<file path="src/hdl/krw_pkg.sv">
// Shared types and constants for the keyframe replay window cache.
// No dependencies; all files but krw_ifs and krw_ram import it.
`default_nettype none

package krw_pkg;

	localparam int DEPTH_DEF = 1024;
	localparam int STREAMS = 16;
	localparam logic [15:0] STREAM_MASK = 16'hFFFF;
	// current position may run this far past the max stored position
	localparam logic signed [48:0] COVER_TOL = 49'sd2500000;

	typedef enum logic [1:0] {
		CMD_OBSERVE = 2'd0,
		CMD_QUERY   = 2'd1,
		CMD_CLEAR   = 2'd2,
		CMD_NOP     = 2'd3
	} cmd_t;

	typedef enum logic [2:0] {
		STS_OK       = 3'd0,
		STS_DISABLED = 3'd1,
		STS_EMPTY    = 3'd2,
		STS_OUTSIDE  = 3'd3,
		STS_NOKEY    = 3'd4,
		STS_COVER    = 3'd5
	} status_t;

	typedef enum logic [2:0] {
		REG_ENABLE  = 3'd0,
		REG_MASK    = 3'd1,
		REG_VIDEO   = 3'd2,
		REG_MAX_PK  = 3'd3,
		REG_MAX_B   = 3'd4,
		REG_MAX_D   = 3'd5
	} reg_idx_t;

	typedef struct packed {
		logic        enabled;
		logic [15:0] mask;
		logic [3:0]  video;
		logic [10:0] max_pk;
		logic [39:0] max_b;
		logic [46:0] max_d;
	} cfg_t;

	typedef struct packed {
		logic [3:0]  stream;
		logic [46:0] pos;
		logic        key;
		logic [23:0] size;
	} slot_t;

	typedef enum logic [2:0] {
		ST_IDLE,
		ST_PRE,
		ST_WR,
		ST_LIM,
		ST_SCAN,
		ST_QEVAL,
		ST_FIN
	} state_t;

	typedef enum logic [1:0] {
		MD_DROP,
		MD_WIN,
		MD_Q1,
		MD_Q2
	} mode_t;

endpackage

`default_nettype wire

</file>
<file path="src/hdl/krw_regs.sv">
// APB configuration registers; flags a store clear on a write that
// changes enable, mask or video, or disables. Depends on krw_pkg.
`default_nettype none

module krw_regs import krw_pkg::*; (
	input  wire logic        clk,
	input  wire logic        arst_n,
	input  wire logic        psel,
	input  wire logic        penable,
	input  wire logic        pwrite,
	input  wire logic [5:0]  paddr,
	input  wire logic [63:0] pwdata,
	output logic      [63:0] prdata,
	output logic             pready,
	output cfg_t             cfg,
	output logic             cfg_clr
);
	cfg_t     cfg_q;
	logic     wr;
	reg_idx_t idx;

	assign pready = 1'b1;
	assign wr = psel && penable && pwrite;
	assign idx = reg_idx_t'(paddr[5:3]);
	assign cfg = cfg_q;

	always_comb begin
		cfg_clr = 1'b0;
		if (wr) begin
			case (idx)
				REG_ENABLE: cfg_clr = (pwdata[0] != cfg_q.enabled) || !pwdata[0];
				REG_MASK:   cfg_clr = pwdata[15:0] != cfg_q.mask;
				REG_VIDEO:  cfg_clr = pwdata[3:0] != cfg_q.video;
				default:    cfg_clr = 1'b0;
			endcase
		end
	end

	always_comb begin
		case (idx)
			REG_ENABLE: prdata = 64'(cfg_q.enabled);
			REG_MASK:   prdata = 64'(cfg_q.mask);
			REG_VIDEO:  prdata = 64'(cfg_q.video);
			REG_MAX_PK: prdata = 64'(cfg_q.max_pk);
			REG_MAX_B:  prdata = 64'(cfg_q.max_b);
			REG_MAX_D:  prdata = 64'(cfg_q.max_d);
			default:    prdata = '0;
		endcase
	end

	always_ff @(posedge clk or negedge arst_n) begin
		if (!arst_n) begin
			cfg_q.enabled <= 1'b0;
			cfg_q.mask    <= '0;
			cfg_q.video   <= '0;
			cfg_q.max_pk  <= 11'd1024;
			cfg_q.max_b   <= '1;
			cfg_q.max_d   <= '1;
		end else if (wr) begin
			case (idx)
				REG_ENABLE: cfg_q.enabled <= pwdata[0];
				REG_MASK:   cfg_q.mask    <= pwdata[15:0];
				REG_VIDEO:  cfg_q.video   <= pwdata[3:0];
				REG_MAX_PK: cfg_q.max_pk  <= pwdata[10:0];
				REG_MAX_B:  cfg_q.max_b   <= pwdata[39:0];
				REG_MAX_D:  cfg_q.max_d   <= pwdata[46:0];
				default:    ;
			endcase
		end
	end
endmodule

`default_nettype wire

</file>
<file path="config.mk">
export PLATFORM = sky130hd
export DESIGN_NAME = krw_regs
export DESIGN_NICKNAME = d
export VERILOG_FILES = /design/src/hdl/krw_pkg.sv /design/src/hdl/krw_regs.sv
export SDC_FILE = /design/constraint.sdc
export NUM_CORES = 1
export LEC_CHECK = 0
export BUFFER_PORTS_ARGS = -buffer_cell sky130_fd_sc_hd__buf_2
export CAP_MARGIN = 20
export CORE_MARGIN = 2
export CORE_UTILIZATION = 43
export CTS_BUF_LIST = sky130_fd_sc_hd__clkbuf_8 sky130_fd_sc_hd__clkbuf_16
export CTS_CLUSTER_DIAMETER = 200
export CTS_CLUSTER_SIZE = 24
export DETAILED_ROUTE_END_ITERATION = 8
export GPL_TIMING_DRIVEN = 0
export HOLD_SLACK_MARGIN = 0.12
export PLACE_DENSITY = 0.74
export SYNTH_ARGS = -nofsm -noshare
export SYNTH_HDL_FRONTEND = slang
export SYNTH_SLANG_ARGS = --single-unit
</file>
<file path="constraint.sdc">
create_clock -name clk -period 1.3 [get_ports clk]
set_clock_uncertainty 0.1 [all_clocks]
set_input_delay 0.13 -clock clk [delete_from_list [all_inputs] [get_ports clk]]
set_output_delay 0.13 -clock clk [all_outputs]
set_load 0.01 [all_outputs]
</file>
# --- Yosys cells after proc, flatten, opt, wreduce, memory -nomap -nowiden ---
# Index checks and enable logic that the tools add are counted.
op_classes:
  n_eq_ne: 8
  mux: 3
  reduce_logical: 11
ops:
  columns: ["op", "n"]
  rows:
  - ["$pmux 47 s6", 1]
  - ["$ne 16x16->1", 1]
  - ["$reduce_and 2->1", 6]
  - ["$eq 3x2->1 const B", 2]
  - ["$eq 3x3->1 const B", 2]
  - ["$ne 4x4->1", 1]
  - ["$eq 3x1->1 const B", 1]
  - ["$logic_not 3->1", 1]
  - ["$pmux 1 s3", 1]
  - ["$logic_and 1x1->1", 2]
  - ["$logic_not 1->1", 1]
  - ["$logic_or 1x1->1", 1]
  - ["$mux 1", 1]
  - ["$ne 1x1->1", 1]
totals:
  regBits: 119
  word_cells: 28

# --- Depth between registers and ports, before layout ---
# Gate-level depths: netlist (run 1).
logic_depth:
  word_depth: 4
  depth_mapped: 7

# --- Worst setup path after synthesis (run 1) ---
# OpenSTA, ideal clock, no wires.
synth_timing:
  kind: "input to register"
  from: "input port paddr[4]"
  to: "register cfg_q, in the netlist cfg[16]"
  setup_time_ns: 0.085
  t_arrival_ns: 1.295
  required_time_ns: 1.115
  path_slack_ns: -0.180
  stages: 7
  path_buffers: 3
  path_cell_list: "buf_2 > nor2b_2 > nand2_1 > nor2_1 > buf_4 > buf_6 > mux2_1"
synth_between:
  elab_chain_cells: 2
synth_lines:
  columns: ["element", "line", "text"]
  rows:
  - ["start: declaration", "krw_regs.sv:11", "input wire logic [5:0] paddr,"]
  - ["$eq 3x3->1", "krw_regs.sv:60", "case (idx)"]
  - ["$reduce_and 2->1 (no line)", null, null]
  - ["end: declaration", "krw_regs.sv:18", "cfg_t cfg_q;"]
# No other way between the ends.
# A chain may end at the register's enable or synchronous reset.

# --- Final worst setup path (run 1) ---
layout_timing:
  from: "register cfg_q, in the netlist cfg[101]"
  to: "output port cfg_clr"
layout_between:
  elab_chain_cells: 3
layout_lines:
  columns: ["element", "line", "text"]
  rows:
  - ["$ne 4x4->1", "krw_regs.sv:33", "REG_VIDEO: cfg_clr = pwdata[3:0] != cfg_q.video;"]
  - ["$pmux 1 s3", "krw_regs.sv:30", "case (idx)"]
  - ["$mux 1", "krw_regs.sv:29", "if (wr) begin"]
  - ["end: declaration", "krw_regs.sv:16", "output logic cfg_clr"]
# No other way between the ends.

==> impl_metrics.json, run 1 <==
{
  "power_switching_mw": 4.81,
  "final_core_util_pct": 81.6,
  "p_int_mw": 11.6,
  "grt_pass1_wl_mm": 32.9,
  "cts-buffers-inserted": 17,
  "wl_per_cell_um": 22.2,
  "vdd_ir_drop_max_v": 0.000978,
  "dpl_worst_slack_ns": -0.653,
  "fin_crit_sh_pct": 167,
  "portBuffers": 219,
  "hold_depth": 3,
  "cp_max_fo": 2,
  "power_mw": 16.4,
  "syn_area_per_cell_sq_um": 13.5,
  "p_sw_share_pct": 29.3,
  "largest_register_ffs": 119,
  "rsz0062_at_grt": "true",
  "clkSlewWorstSetupHoldPaths_ns": 0.06,
  "drtIter0Drc": 231,
  "ys_types": 30,
  "antenna_found_initial": 1,
  "p_comb_share_pct": 38.2,
  "maxSlewViolCount": 0,
  "ys_seq_area_share_pct": 52.3,
  "final_cell_area_sq_mm": 0.0109,
  "dp_hpwl_mm": 12.0,
  "met1Wirelength_mm": 8.72,
  "r2r_start": "cfg[76]$_DFFE_PN1P_",
  "h-tree-depth": 4,
  "p_per_area_mw_per_mm2": 1510,
  "num_vias": 5624,
  "grt_pass1_vias": 5830,
  "dieArea_sq_mm": 0.0147,
  "start_util_pct": 44.2,
  "hold_viol": 1,
  "cap_violations": 0,
  "power_frac_clock_pct": 27.8,
  "place_congestion": 0.860,
  "hold_path_class": "in2reg",
  "violations": "negative hold slack, negative setup slack",
  "clkSinkCount": 119,
  "yosys-top-cells-area": "dfstp_2 39%, mux2_2 16%, dfrtp_1 13%, mux2_1 7.8%, mux2i_1 7.1%",
  "reg2reg_to": "cfg[76]$_DFFE_PN1P_",
  "yosys.area.top_type": "dfstp_2",
  "cp-end-kind": "output port",
  "drt_wl_total_mm": 23.8,
  "yosysWarnings": 0,
  "via_per_inst": 5.26,
  "synth_seq_cells": 119,
  "nNetsFinal": 954,
  "cts_hold_buf": 50,
  "synthToLayoutAreaGrowth_pct": 84.4,
  "drc": 0,
  "highest_layer": "met4",
  "tns_ns": -21.13,
  "cp.required_ns": 1.07,
  "seqPwrFrac_pct": 33.9,
  "rr_worst_depth": 4,
  "clockBufferDepth": 2,
  "fin_hold_ws_ns": -0.0216,
  "route.met3.wl_mm": 1.37,
  "die_h_um": 121,
  "min_to": "cfg[93]$_DFFE_PN0P_",
  "fin_crit_ns": 2.17,
  "dpl.cell_count": 849,
  "setup_violations": 145,
  "placed_cell_area_sq_mm": 0.00757,
  "dr_wl_met2_mm": 12.4,
  "grt_max_degree": 74,
  "fin_ws_ns": -0.871,
  "worstPathArrival_ns": 1.94,
  "final_common_cell": "buf_6",
  "grt_usage_pct": 30.0,
  "drive_above_1_share_pct": 75.2,
  "dieWidth_um": 121,
  "r2r_setup_slack_ns": 0.10,
  "p_leak_nw": 5.31,
  "worst_setup_path_start_kind": "register",
  "fin_cells": 1069,
  "worstSkewPairLatency_ns": 0.42,
  "dr.pass1.iters": 4,
  "cts_root_buffer": "clkbuf_16",
  "outcome": "complete, but fails checks",
  "netlist_area_sq_mm": 0.00590,
  "io_pins": 260,
  "core_region_area_sq_mm": 0.0133,
  "critical_path_class": "reg2out",
  "mostFrequentLayoutCells": "205 x buf_6, 114 x buf_2, 88 x dfstp_2, 70 x mux2_2, 67 x buf_4",
  "holdCritStartpoint": "paddr[4]",
  "ant_nets": 0,
  "core.rowCount": 42,
  "synth_top_area_share_pct": 39.2,
  "overflow": 0,
  "clock.fmax_mhz": 461,
  "syn_inst": 437,
  "fillers": 689,
  "cts_tree": "yes"
}
worst max-delay path, cell delays in order, from the launching register on:
cell and delay, ns:
dfrtp_1 0.41, xor2_1 0.18, nor4_1 0.38, a21oi_1 0.17
a22o_1 0.23, buf_2 0.15
power groups by stage:
| stage | Sequential (mW) | Clock, mW | Combinational [mW] |
|---|---|---|---|
| 2_1_floorplan | 5.77 | 0 | 1.52 |
| 3_3_place_gp | 5.44 | 0 | 3.15 |
| 3_5_place_dp | 5.51 | 0 | 3.23 |
| 4_1_cts | 5.46 | 4.55 | 5.52 |
| 5_1_grt | 5.62 | 4.79 | 6.55 |
| 6_report | 5.56 | 4.57 | 6.27 |
synth_stat cells, drive strengths merged:
master	instances
dfrtp	31
and2	1
a21oi	1
and3	7
nand2	3
mux4	1
inv	1
nand4	1
nand3	1
nand2b	2
mux2i	42
xor2	20
conb	2
nor2	32
a22o	1
nor3	3
nor4	6
mux2	127
and2b	1
clkbuf	5
a22oi	8
nor2b	2
buf	40
dfstp	88
o22ai	11
logic make-up (layout without fill, tap and decap cells):
| kind of cell | after synthesis | after routing | share of synthesized area [%] |
|---|---|---|---|
| AOI/OAI and AO/OA | 21 | 21 | 2.42 |
| xor gates and xnor gates | 20 | 20 | 2.97 |
| buffers and inverters | 46 | 485 | 5.34 |
| DFF | 119 | 119 | 52.3 |
| muxes | 170 | 170 | 31.7 |
| other | 2 | 19 | 0.127 |
| and+or+nand+nor | 59 | 59 | 5.13 |
repair_timing:
item,in CTS,in global routing
resized for setup,212,84
pin swaps,27,13
buffers inserted,104,65
hold endpoints to repair,161,1
setup endpoints to repair,162,208
per-layer routing:
| metal | up-vias | global-route usage, % |
|---|---|---|
| met1 | 2838 | 34.5 |
| li1 | 2414 | - |
| met4 | 0 | 16.9 |
| met3 | 97 | 7.05 |
| met5 | - | 0 |
| met2 | 275 | 51.2 |
worst max path at each step:
stage	start	end	slack, ns	cells past startpoint
after floorplan	paddr[4]	cfg[47]$_DFFE_PN1P_	-0.16	6
after global placement	arst_n	cfg[89]$_DFFE_PN0P_	-1.34	1
after detailed placement	paddr[3]	prdata[9]	-0.65	7
after CTS	cfg[110]$_DFFE_PN0P_	cfg_clr	-0.74	5
after global routing	cfg[101]$_DFFE_PN0P_	cfg_clr	-0.95	5
final	cfg[101]$_DFFE_PN0P_	cfg_clr	-0.87	5
layout make-up:
type / instances / area (sq um) / share of cell area (%)
Timing Repair Buffer: 407 / 3660 / 33.6
Sequential cell: 119 / 3090 / 28.4
Multi-Input combinational cell: 288 / 2900 / 26.7
Clock buffer: 22 / 494 / 4.54
Buffer: 45 / 438 / 4.02
Tap cell: 176 / 220 / 2.02
Clock inverter: 10 / 77.6 / 0.713
Inverter: 1 / 3.75 / 0.0345
Antenna cell: 1 / 2.50 / 0.0230
(Power assumes the default switching activity.)
==> inputs of run 2 (changes only) <==
Settings changed: CTS_CLUSTER_SIZE 24 to not set, GPL_TIMING_DRIVEN 0 to not set.
==> run 2 against run 1 <==
  * Final cell count rose by 0.47%
  * Total power increased by 0.54%
  * Final area rose by 1.5%
  * Critical endpoint unchanged
  * Core utilization grew 1.2 points
  * Die area stayed put
  * Setup slack better by 0.084 ns
  * Non-clock buffer count increased by 6
  * The run ends with negative setup slack left
  * Register-to-register slack lost 0.03 ns
  * Via count decreased by 1.1%
  * Sequential power about the same
  * Worst hold slack better by 0.25 ns
==> impl_metrics.json, run 2 (synthesized netlist as in run 1, its figures left out) <==
{
  "setup_violations": 136,
  "fin_crit_sh_pct": 161,
  "cp-end-kind": "output port",
  "fin_hold_ws_ns": 0.228,
  "grt_pass1_vias": 6039,
  "slowest_delay_ns": 0.39,
  "die_h_um": 121,
  "core.rowCount": 42,
  "multi_input_area_sq_mm": 0.00293,
  "grt_max_degree": 61,
  "rsz0062_at_grt": "true",
  "dieWidth_um": 121,
  "place_congestion": 0.863,
  "worstPathArrival_ns": 1.86,
  "ant_nets": 0,
  "violations": "negative setup slack",
  "vdd_ir_drop_max_v": 0.000971,
  "synthToLayoutAreaGrowth_pct": 87.1,
  "hold_path_class": "in2async",
  "dieArea_sq_mm": 0.0147,
  "io_pins": 260,
  "cp-startpoint": "cfg[110]$_DFFE_PN0P_",
  "cp.required_ns": 1.07,
  "clockBufferDepth": 2,
  "drc": 0,
  "dr_wl_met2_mm": 12.5,
  "crit_buf_inv": 1,
  "drt_wl_total_mm": 23.0,
  "clock.fmax_mhz": 479,
  "portBuffers": 221,
  "drive_above_1_share_pct": 76.1,
  "outcome": "complete, but fails checks",
  "via_per_inst": 5.18,
  "overflow": 0,
  "grt_pass1_wl_mm": 32.8,
  "p_per_area_mw_per_mm2": 1490,
  "clkSinkCount": 119,
  "nNetsFinal": 960,
  "highest_layer": "met4",
  "mostFrequentLayoutCells": "225 x buf_6, 103 x buf_2, 88 x dfstp_2, 72 x buf_4, 70 x mux2_2",
  "p_leak_nw": 5.34,
  "maxSlewViolCount": 0,
  "dr.pass1.iters": 6,
  "critical_path_class": "reg2out",
  "largest_register_ffs": 119,
  "fillers": 646,
  "drtIter0Drc": 295,
  "final_common_cell": "buf_6",
  "wl_per_cell_um": 21.4,
  "worst_setup_path_start_kind": "register",
  "clkSlewWorstSetupHoldPaths_ns": 0.06,
  "fin_crit_ns": 2.09,
  "cts-buffers-inserted": 17,
  "cts_root_buffer": "clkbuf_16",
  "cts_tree": "yes",
  "r2r_start": "cfg[98]$_DFFE_PN0P_",
  "start_util_pct": 44.2,
  "final_core_util_pct": 82.8,
  "dp_hpwl_mm": 11.7,
  "num_vias": 5561,
  "cp_max_fo": 2,
  "antenna_found_initial": 1,
  "path_cells": "xor2_1 -> nor4_2 -> nand4_1 -> a22o_1 -> buf_2",
  "seq_area_sq_mm": 0.00309,
  "path_delay_family": "simple AND/OR/NAND/NOR gates",
  "hold_viol": 0,
  "fin_ws_ns": -0.787,
  "grt_usage_pct": 29.7,
  "route.met3.wl_mm": 1.10,
  "met1Wirelength_mm": 8.26,
  "cap_violations": 0,
  "worstSkewPairLatency_ns": 0.41,
  "h-tree-depth": 4,
  "critPathSlowestCell": "dfrtp_1",
  "core_region_area_sq_mm": 0.0133
}
## run 2: final timing paths
path                                        end  slack (ns)  cells past startpoint
hold / removal              cfg[10]$_DFFE_PN1P_        0.23                      2
min in group clk           cfg[118]$_DFFE_PN0P_        0.23                      3
setup reg to reg            cfg[98]$_DFFE_PN0P_        0.07                      4
max in group asynchronous  cfg[115]$_DFFE_PN0P_        0.13                      3
hold reg to reg             cfg[88]$_DFFE_PN0P_        0.44                      1
setup / recovery                        cfg_clr       -0.79                      5
## run 2: layout make-up
class / count / area share [%]
repair buffers: 458 / 38.5
flip-flops and latches: 119 / 28.0
multi-input cells: 288 / 26.5
clock buffers: 20 / 4.23
well taps: 176 / 1.99
clock inverters: 11 / 0.759
inverters: 1 / 0.0340
diodes: 1 / 0.0227
## run 2: through the flow
stage	std cells	power [mW]	TNS, ns	worst slack [ns]	cell area, sq um
2_1_floorplan	453	7.29	-10.15	-0.156	6220
3_3_place_gp	868	8.82	-27.07	-0.355	7770
3_5_place_dp	868	8.95	-32.64	-0.322	7770
4_1_cts	1035	15.6	-18.32	-0.719	10500
5_1_grt	1074	17.1	-25.42	-0.852	11000
6_report	1074	16.5	-20.00	-0.787	11000
## run 2: routing by layer
layer / vias to the layer above / global-route usage [%]
met5: - / 0
met4: 0 / 17.3
met2: 265 / 53.7
met3: 93 / 5.31
li1: 2423 / -
met1: 2780 / 32.4
## run 2: repair_timing
action / in CTS / in global routing
resized for setup: 211 / 84
buffers inserted: 91 / 74
pin swaps: 11 / 14
setup endpoints to repair: 157 / 159
hold buffers: 49 / 0
cloned: 0 / 0
endpoints found under the hold margin: 238 / 0
## run 2: where the power goes
part           total [mW]  switching [mW]  internal [mW]
registers            5.53           0.682           4.85
clock network        4.39            1.65           2.73
logic                6.57            2.45           4.12
total                16.5            4.79           11.7
==> inputs of run 3 (changes only) <==
--- a/constraint.sdc
+++ b/constraint.sdc
@@ -4,2 +4,2 @@
 set_output_delay 0.13 -clock clk [all_outputs]
-set_load 0.01 [all_outputs]
+set_load 0.05 [all_outputs]
==> run 3 against run 2 <==
  * The run now fails in global routing (5_1_grt)
  * Area after synthesis unchanged
  * Synthesized cell count unchanged
==> impl_metrics.json, run 3 <==
{
  "start_util_pct": 44.2,
  "synth_commonest_cells": "88 x dfstp_2, 86 x mux2_2, 42 x mux2i_1, 41 x mux2_1, 32 x nor2_1",
  "crit_endpoint": "cfg_clr",
  "h-tree-depth": 4,
  "yosysWarnings": 0,
  "lastStage": "global routing (5_1_grt)",
  "grt_usage_pct": 69.8,
  "cts-buffers-inserted": 17,
  "worstEpCategory": "primary output",
  "dp_hpwl_mm": 12.8,
  "synth_seq_cells": 119,
  "yosys-top-cells-area": "dfstp_2 39%, mux2_2 16%, dfrtp_1 13%, mux2_1 7.8%, mux2i_1 7.1%",
  "die_h_um": 121,
  "io_pins": 260,
  "synth.most_common_cell": "dfstp_2",
  "netlist_area_sq_mm": 0.00590,
  "yosys.area.top_type": "dfstp_2",
  "synth_edf_count": 0,
  "syn_area_per_cell_sq_um": 13.5,
  "ys_types": 30,
  "ys_seq_area_share_pct": 52.3,
  "antenna_found_initial": 1,
  "synth_top_area_share_pct": 39.2,
  "error": "[ERROR GRT-0232] Routing congestion too high. Check the congestion heatmap in the GUI.",
  "dieWidth_um": 121,
  "place_congestion": 0.852,
  "synth_async_sr_flop_share_pct": 100,
  "clkSinkCount": 119,
  "outcome": "stopped before the end",
  "syn_inst": 437,
  "portBuffers": 221,
  "ys.flop_type": "dfstp_2",
  "core.rowCount": 42,
  "grt_max_degree": 72,
  "clockBufferDepth": 2,
  "cts_root_buffer": "clkbuf_16",
  "overflow": 18
}
run 3: cell counts after synthesis:
Identical to the previous run, type by type.
run 3: per-stage QoR:
stage | instance area (sq um) | worst slack (ns) | cells
floorplan | 7000 | -0.312 | 453
global placement | 8690 | -0.677 | 897
detailed placement | 8690 | -0.561 | 897
CTS | 11700 | -0.922 | 996
run 3: logic make-up after synthesis:
| logic type | after synthesis | share of synthesized area, % |
|---|---|---|
| and+or+nand+nor | 59 | 5.13 |
| AOI/OAI and AO/OA | 21 | 2.42 |
| other | 2 | 0.127 |
| muxes | 170 | 31.7 |
| buffers and inverters | 46 | 5.34 |
| xor gates and xnor gates | 20 | 2.97 |
| DFF | 119 | 52.3 |
run 3: repair_timing:
action                     4_1_cts
setup buffers                   20
pin swaps                       28
hold buffers                    49
setup endpoints to repair      162
gates resized for setup        524
hold endpoints to repair       236
run 3: metal layers:
layer / GRT usage (%) / overflow
met5: 1.47 / 0
met2: 91.9 / 11
met4: 76.2 / 7
met3: 46.2 / 0
met1: 68.8 / 0
==> inputs of run 4 (changes only) <==
Settings changed: CORE_UTILIZATION 43 to 35, CTS_BUF_LIST sky130_fd_sc_hd__clkbuf_8 sky130_fd_sc_hd__clkbuf_16 to not set, CTS_CLUSTER_DIAMETER 200 to not set, HOLD_SLACK_MARGIN 0.12 to not set, PLACE_DENSITY 0.74 to not set, PLACE_DENSITY_LB_ADDON set to 0.15.
Clock period 1.3 ns to 1.7 ns, I/O delays scaled along.
==> run 4 against run 3 <==
  * The flow now finishes, with violations (negative setup slack)
==> impl_metrics.json, run 4 (synthesized netlist as in run 1, its figures left out) <==
{
  "core.rowCount": 47,
  "hold_viol": 0,
  "p_leak_nw": 4.43,
  "dieArea_sq_mm": 0.0179,
  "violations": "negative setup slack",
  "final_common_cell": "buf_2",
  "ant_nets": 0,
  "cp-end-kind": "output port",
  "setup_violations": 6,
  "maxSlewViolCount": 0,
  "power_frac_clock_pct": 29.7,
  "start_util_pct": 35.7,
  "fin_crit_ns": 2.22,
  "core_region_area_sq_mm": 0.0165,
  "place_congestion": 0.780,
  "cts-buffers-inserted": 17,
  "path_cells": "xor2_1 -> nor4_2 -> buf_4 -> nand4_1 -> a22o_2 -> buf_6",
  "portBuffers": 221,
  "cp_max_fo": 2,
  "num_vias": 4755,
  "synthToLayoutAreaGrowth_pct": 55.8,
  "reg2reg_to": "cfg[87]$_DFFE_PN0P_",
  "largest_register_ffs": 119,
  "fin_hold_ws_ns": 0.0359,
  "placed_cell_area_sq_mm": 0.00776,
  "fin_crit_sh_pct": 131,
  "fillers": 1420,
  "vdd_ir_drop_max_v": 0.000754,
  "seqPwrFrac_pct": 31.8,
  "hold_path_class": "in2reg",
  "via_per_inst": 4.77,
  "r2r_start": "cfg[87]$_DFFE_PN0P_",
  "cts_tree": "yes",
  "antenna_cells": 0,
  "clockBufferDepth": 2,
  "dpl_worst_slack_ns": -0.217,
  "mostFrequentLayoutCells": "189 x buf_2, 88 x dfstp_2, 79 x mux2_2, 62 x buf_4, 45 x dlygate4sd3_1",
  "drt_wl_total_mm": 17.4,
  "power_switching_mw": 5.12,
  "worstPathArrival_ns": 1.95,
  "p_sw_share_pct": 39.3,
  "drive_above_1_share_pct": 72.6,
  "grt_pass1_vias": 4888,
  "grt_pass1_wl_mm": 26.8,
  "worstSkewPairLatency_ns": 0.41,
  "fin_ws_ns": -0.524,
  "clkSlewWorstSetupHoldPaths_ns": 0.05,
  "p_int_mw": 7.90,
  "holdCritStartpoint": "pwdata[10]",
  "dp_hpwl_mm": 12.1,
  "rsz0062_at_grt": "true",
  "p_comb_share_pct": 38.5,
  "p_per_area_mw_per_mm2": 1420,
  "worst_setup_path_start_kind": "register",
  "clkSinkCount": 119,
  "wl_per_cell_um": 17.4,
  "nNetsFinal": 839,
  "outcome": "complete, but fails checks",
  "drc": 0,
  "power_mw": 13.0,
  "cts_root_buffer": "clkbuf_16",
  "dieWidth_um": 134,
  "min_to": "cfg[112]$_DFFE_PN0P_",
  "final_cell_area_sq_mm": 0.00920,
  "dr.pass1.iters": 7,
  "cap_violations": 0,
  "io_pins": 260,
  "hold_depth": 3,
  "slowest_delay_ns": 0.40,
  "drtIter0Drc": 146,
  "clock.fmax_mhz": 450,
  "critical_path_class": "reg2out",
  "dpl.cell_count": 910,
  "grt_max_degree": 38,
  "r2r_setup_slack_ns": 0.27,
  "fin_cells": 997,
  "antenna_found_initial": 0,
  "cp.required_ns": 1.43,
  "grt_usage_pct": 19.3,
  "overflow": 0,
  "critPathSlowestCell": "dfrtp_2",
  "die_h_um": 134,
  "h-tree-depth": 4,
  "rr_worst_depth": 2
}
[run 4: through the flow]
stage | util [%] | TNS, ns
6_report | 55.7 | -1.57
3_3_place_gp | 47.0 | -0.234
3_5_place_dp | 47.0 | -0.222
5_1_grt | 55.7 | -2.14
2_1_floorplan | - | -3.45
4_1_cts | 55.1 | -1.82
[run 4: critical path: cells and delay by family, from the launching register on]
family	cells	cell delay, ns
buffers and inverters	2	0.31
AO/OA/AOI/OAI	1	0.25
XOR/XNOR	1	0.17
flip-flops	1	0.40
AND/OR/NAND/NOR	2	0.41
[run 4: layout make-up]
type / count / area (sq um) / share of cell area, %
clock inverter: 6 / 106 / 1.16
inverter: 1 / 3.75 / 0.0408
timing repair buffer: 337 / 2360 / 25.7
clock buffer: 26 / 541 / 5.88
sequential: 119 / 3110 / 33.8
multi-input combinational: 288 / 2800 / 30.5
tap: 220 / 275 / 2.99
[run 4: timing repair]
item | 4_1_cts | 5_1_grt
hold endpoints to repair | 132 | 0
pin swaps | 14 | 14
setup endpoints to repair | 19 | 28
hold buffers | 45 | 0
cloned | 0 | 0
gates resized for setup | 50 | 28
setup buffers | 10 | 2
[run 4: worst max path at each step]
stage                               from    endpoint  slack (ns)  depth (start not counted)
floorplan                       paddr[4]  prdata[10]       -0.23                          5
global placement    cfg[110]$_DFFE_PN0P_     cfg_clr       -0.23                          6
detailed placement  cfg[110]$_DFFE_PN0P_     cfg_clr       -0.22                          6
CTS                 cfg[115]$_DFFE_PN0P_     cfg_clr       -0.55                          6
global route        cfg[110]$_DFFE_PN0P_     cfg_clr       -0.57                          6
finish              cfg[110]$_DFFE_PN0P_     cfg_clr       -0.52                          6
[run 4: layer usage]
layer,global-route usage [%],routed length [um],vias up
met5,0,0,-
met4,6.86,324,0
met1,24.5,7610,2376
li1,-,-,2175
met3,5.59,1200,25
met2,31.7,8240,179
[run 4: power by group through the flow]
stage               Sequential (mW)  Clock (mW)  Combinational (mW)
floorplan                      6.18           0                1.41
global placement               4.12           0                4.65
detailed placement             4.16           0                4.69
CTS                            4.12        3.96                4.99
global route                   4.23        4.09                5.25
finish                         4.14        3.86                5.02
